## config.mk

```make
export PLATFORM = sky130hd
export DESIGN_NAME = bpa_word_eval
export DESIGN_NICKNAME = d
export VERILOG_FILES = /design/src/bpa_pkg.sv /design/src/bpa_word_eval.sv
export SDC_FILE = /design/constraint.sdc
export NUM_CORES = 1
export LEC_CHECK = 0
export ABC_CLOCK_PERIOD_IN_PS = 10900
export BUFFER_PORTS_ARGS = -buffer_cell sky130_fd_sc_hd__buf_2
export CAP_MARGIN = 20
export CELL_PAD_IN_SITES_DETAIL_PLACEMENT = 0
export CELL_PAD_IN_SITES_GLOBAL_PLACEMENT = 1
export CORE_AREA = 2 2 127 79
export DETAILED_ROUTE_END_ITERATION = 6
export DIE_AREA = 0 0 129 81
export GPL_ROUTABILITY_DRIVEN = 0
export PLACE_DENSITY_LB_ADDON = 0.1
export SLEW_MARGIN = 25
export SYNTH_ARGS = -nofsm -noshare
export SYNTH_HDL_FRONTEND = slang
export SYNTH_SLANG_ARGS = --single-unit
```

## constraint.sdc

```tcl
create_clock -name vclk -period 10.9
set_input_delay 1.635 -clock vclk [all_inputs]
set_output_delay 1.635 -clock vclk [all_outputs]
set_load 0.01 [all_outputs]
```

## src/bpa_pkg.sv

```systemverilog
// bpa_pkg: shared types and constants for the bitmap page allocator
// used by bpa_word_eval, bitmap_page_allocator and bpa_checker
package bpa_pkg;

    localparam int MAX_PAGE_COUNT = 65536;
    localparam int PAGE_BYTES     = 4096;
    localparam int WORD_BITS      = 32;
    localparam int MAP_WORDS      = (MAX_PAGE_COUNT + WORD_BITS - 1) / WORD_BITS;
    localparam int WORD_AW        = $clog2(MAP_WORDS);
    localparam int BIT_W          = $clog2(WORD_BITS);
    localparam int PAGE_W         = WORD_AW + BIT_W;
    localparam int PAGE_SHIFT     = $clog2(PAGE_BYTES);
    localparam int CNT_W          = 17;
    localparam int ADDR_W         = 32;
    localparam int HOLE_FIRST     = 32'h9FC00 / PAGE_BYTES;
    localparam int HOLE_END       = 32'h100000 / PAGE_BYTES;

    localparam logic [1:0] MODE_INIT  = 2'd0;
    localparam logic [1:0] MODE_ALLOC = 2'd1;
    localparam logic [1:0] MODE_FREE  = 2'd2;

    localparam logic [1:0] ST_DONE    = 2'd0;
    localparam logic [1:0] ST_NOFREE  = 2'd1;
    localparam logic [1:0] ST_IGNORED = 2'd2;

    localparam logic REG_TOTAL_PAGES = 1'b0;
    localparam logic REG_KERNEL_END  = 1'b1;

    typedef enum logic [2:0] {
        S_CLEAR,
        S_IDLE,
        S_INIT,
        S_ALLOC,
        S_FREE_RD,
        S_FREE_CHK,
        S_FINISH
    } t_state;

    typedef struct packed {
        logic [WORD_BITS-1:0] init_word;
        logic [BIT_W:0]       init_free_cnt;
        logic                 alloc_found;
        logic [BIT_W-1:0]     alloc_bit;
    } t_eval;

endpackage

```

## src/bpa_word_eval.sv

```systemverilog
// bpa_word_eval: per-word logic of the allocator
// builds the init pattern of one map word and finds its lowest free page
module bpa_word_eval import bpa_pkg::*; (
    input  logic [WORD_AW-1:0]   i_word,
    input  logic [WORD_BITS-1:0] i_rdata,
    input  logic [CNT_W-1:0]     i_total,
    input  logic [CNT_W-1:0]     i_kernel_end,
    output t_eval                o_eval
);

    logic [WORD_BITS-1:0] in_range;
    logic [WORD_BITS-1:0] init_free;
    logic [WORD_BITS-1:0] avail;

    always_comb begin
        logic [PAGE_W-1:0] p;
        for (int b = 0; b < WORD_BITS; b++) begin
            p = {i_word, BIT_W'(b)};
            in_range[b]  = CNT_W'(p) < i_total;
            init_free[b] = in_range[b] && (CNT_W'(p) >= i_kernel_end)
                           && !((CNT_W'(p) >= CNT_W'(HOLE_FIRST)) && (CNT_W'(p) < CNT_W'(HOLE_END)));
            avail[b]     = in_range[b] && !i_rdata[b];
        end
    end

    always_comb begin
        o_eval.init_word     = ~init_free;
        o_eval.init_free_cnt = (BIT_W + 1)'($countones(init_free));
        o_eval.alloc_found   = |avail;
        o_eval.alloc_bit     = '0;
        // walk down so the lowest free bit wins
        for (int b = WORD_BITS - 1; b >= 0; b--) begin
            if (avail[b]) begin
                o_eval.alloc_bit = BIT_W'(b);
            end
        end
    end

endmodule

```

==> key figures <==
Yosys
  • Synth area leader: fa_1
  • Cell count after synthesis: approximately 500
  • Syn avg cell area: 6.888 sq um
  • Top post-synthesis cells by area: fa_1 (14%), ha_1 (12%), a21oi_1 (8.3%)
  • Post-synthesis sequential area ratio: 0
  • Synth Cell Area: 3368 sq um
  • Yosys warns: 0
  • Synth cell types: 71
  • Synth top area share: 0.1426
  • Syn nets: a little over 600

Place
  • PortBufs: 121
  • Pre-CTS WS: ~570 ps
  • HPWL after detailed placement: 11.50 mm
  • DP Area: around 4000 sq um
  • Placed Cells: 720

Die
  • Row cnt: 28
  • Starting Density: 0.3548
  • Die height: a little over 80 microns
  • IO Pins: 121
  • Die width: roughly 130 microns
  • Die area: 10,450 sq um
  • Core area: 9494 sq um

Job
  • MaxCap Viol Count: 0

Pwr
  • Pwr Density: 138.8 nW/um^2
  • Switch share: 0.5615
  • Sw Pwr: 0.3165 mW
  • Clock share of power: 0
  • Comb pwr share: 1.000
  • Sequential share of power: 0
  • Leakage: 1.929 nW
  • Internal: 0.2472 mW
  • Worst vdd ir: slightly below 0.2 mV

CTS
  • Hold buffer count at CTS: 0
  • Post-CTS Resized: 0
  • Post-CTS Setup Bufs: 0

Timing
  • Max Clk Rate: 98.93 MHz
  • RSZ-0062 raised after global routing: false
  • Slew HR: 0.4440
  • Setup violators final: 0
  • Final hold vios: 0
  • Tcrit/Tclk final: 0.9274
  • Period minus WS final: 10,110 ps
  • PnR worst setup slack: between 700 and 800 ps
  • Max-slew violation count: 0
  • Worst-margin pin slew: 831.9 ps
  • Setup TNS: 0 ps

Routing
  • Drt total wl: 13.26 mm
  • Detail Route Antenna Nets: 0
  • Initial DRC count: 423
  • Post-DR vias/cell: 5.792
  • DRC viols: 0
  • DR vias: between 4,000 and 5,000
  • Wirelength per Cell: 18.42 microns
  • First-pass detailed-route iteration total: 5

Final layout
  • Final Util: 0.4279
  • Design Area, Final: between 4000 and 5000 sq um
  • Final sequential cell count: 0
  • Commonest cells after routing, fill and taps aside: buf_2 (121), a21oi_1 (56), inv_1 (52), nor2_1 (35), nand2_1 (34)
  • Final net count: 719
  • Synthesis-to-layout area growth: 20.62%
  • Sequential cell area: 0 sq um
  • Layout Cells excl Fill: 720
  • Clkbuf count: 0
  • # diodes: 0
  • Most common cell after layout, fill and taps aside: buf_2
  • Share of cells above drive strength 1: 0.2462

Worst setup path
  • CP Launch Type: input pin
  • Worst Path Max Fanout: 17
  • CP required: 9270 ps
  • Crit end category: primary output
  • CP Class: input pin to primary output
  • Crit path DAT: 8470 ps
  • Critical Path Start: i_word[9]

Global routing
  • Largest net degree at the start of global routing: 29
  • GRT Residual Overflow: 0
  • Initial antenna violation count: 0
  • Number of global-route vias before repair: 3,792
  • First-pass GRT wire length: 20.51 mm
  • Gr usage total: 0.2495

Worst hold path
  • Hold endpoint: o_eval[43]
  • Hold depth: 4
  • Hold crit path type: input pin to primary output
  • Hold_sp: i_kernel_end[16]

Status
  • Outcome: completed
[power groups by stage]
stage	Sequential (mW)	Clock, mW	Combinational, mW
after global placement	0	0	0.553
after detailed placement	0	0	0.563
after CTS	0	0	0.567
after global routing	0	0	0.651
after floorplan	0	0	0.388
final	0	0	0.564
[worst max-delay path: stages]
cell and delay (ps):
buf_2 120, ha_1 350, and4b_1 330, nand2_1 130
o211ai_1 110, nor2_1 620, o21ai_2 390, a21oi_1 300
o21ai_0 240, fa_1 630, fa_1 440, fa_1 560
fa_1 470, fa_1 540, fa_1 410, inv_1 60
ha_1 160, inv_1 50, fa_1 390, inv_1 70
a21o_1 120, a21oi_1 70, xnor2_1 120, buf_2 140
[through the flow]
| stage | power, mW | hold slack (ps) |
|---|---|---|
| after floorplan | 0.3878 | 3454 |
| after global placement | 0.5534 | 3729 |
| after detailed placement | 0.5631 | 3713 |
| after CTS | 0.5665 | 3714 |
| after global routing | 0.6510 | 3726 |
| final | 0.5637 | 3722 |
[per-layer routing]
metal,up-vias,track usage,routed length (microns)
met3,4,0.03689,1418
met5,-,0,0
met1,1949,0.4047,6714
met2,199,0.3593,5103
met4,0,0.005435,23
li1,2018,-,-
[Yosys cell counts, types with 3 or more instances]
cell type	count
xnor2_1	3
nand2_1	34
nor2_1	35
nor2b_1	4
fa_1	24
a41oi_1	3
nand3_1	12
a31oi_1	15
inv_1	52
clkbuf_1	21
or3_1	5
buf_2	7
o21a_1	5
nand2b_1	8
o21bai_1	3
o221ai_1	4
nor4_1	8
a311oi_1	3
nand4_1	4
o31ai_1	3
ha_1	31
o211ai_1	10
or2_2	5
nand4b_1	3
and3_1	5
a2111oi_0	5
a211o_1	5
nor3_1	14
o21ai_0	29
a21oi_1	56
a21o_1	16
[cell families (layout without fill, tap and decap cells)]
logic type	count (synthesis)	after routing	synth area share
AOI/OAI and AO/OA	191	191	0.3811
and+or+nand+nor	157	157	0.2537
buffers and inverters	83	179	0.09955
xor gates and xnor gates	3	3	0.007802
adders and majority gates	55	55	0.2578
[how the worst max path moves through the flow]
stage	endpoint	cells after the start
finish	o_eval[10]	24
global route	o_eval[11]	24
CTS	o_eval[10]	24
detailed placement	o_eval[10]	24
global placement	o_eval[10]	24
floorplan	o_eval[10]	24
[layout make-up]
type / instances / area [sq um]
inverters: 52 / 195.2
repair buffers: 127 / 650.6
well taps: 135 / 168.9
fillers: 1031 / 5431
multi-input cells: 406 / 3048
Power figures use the tool's default switching activity.
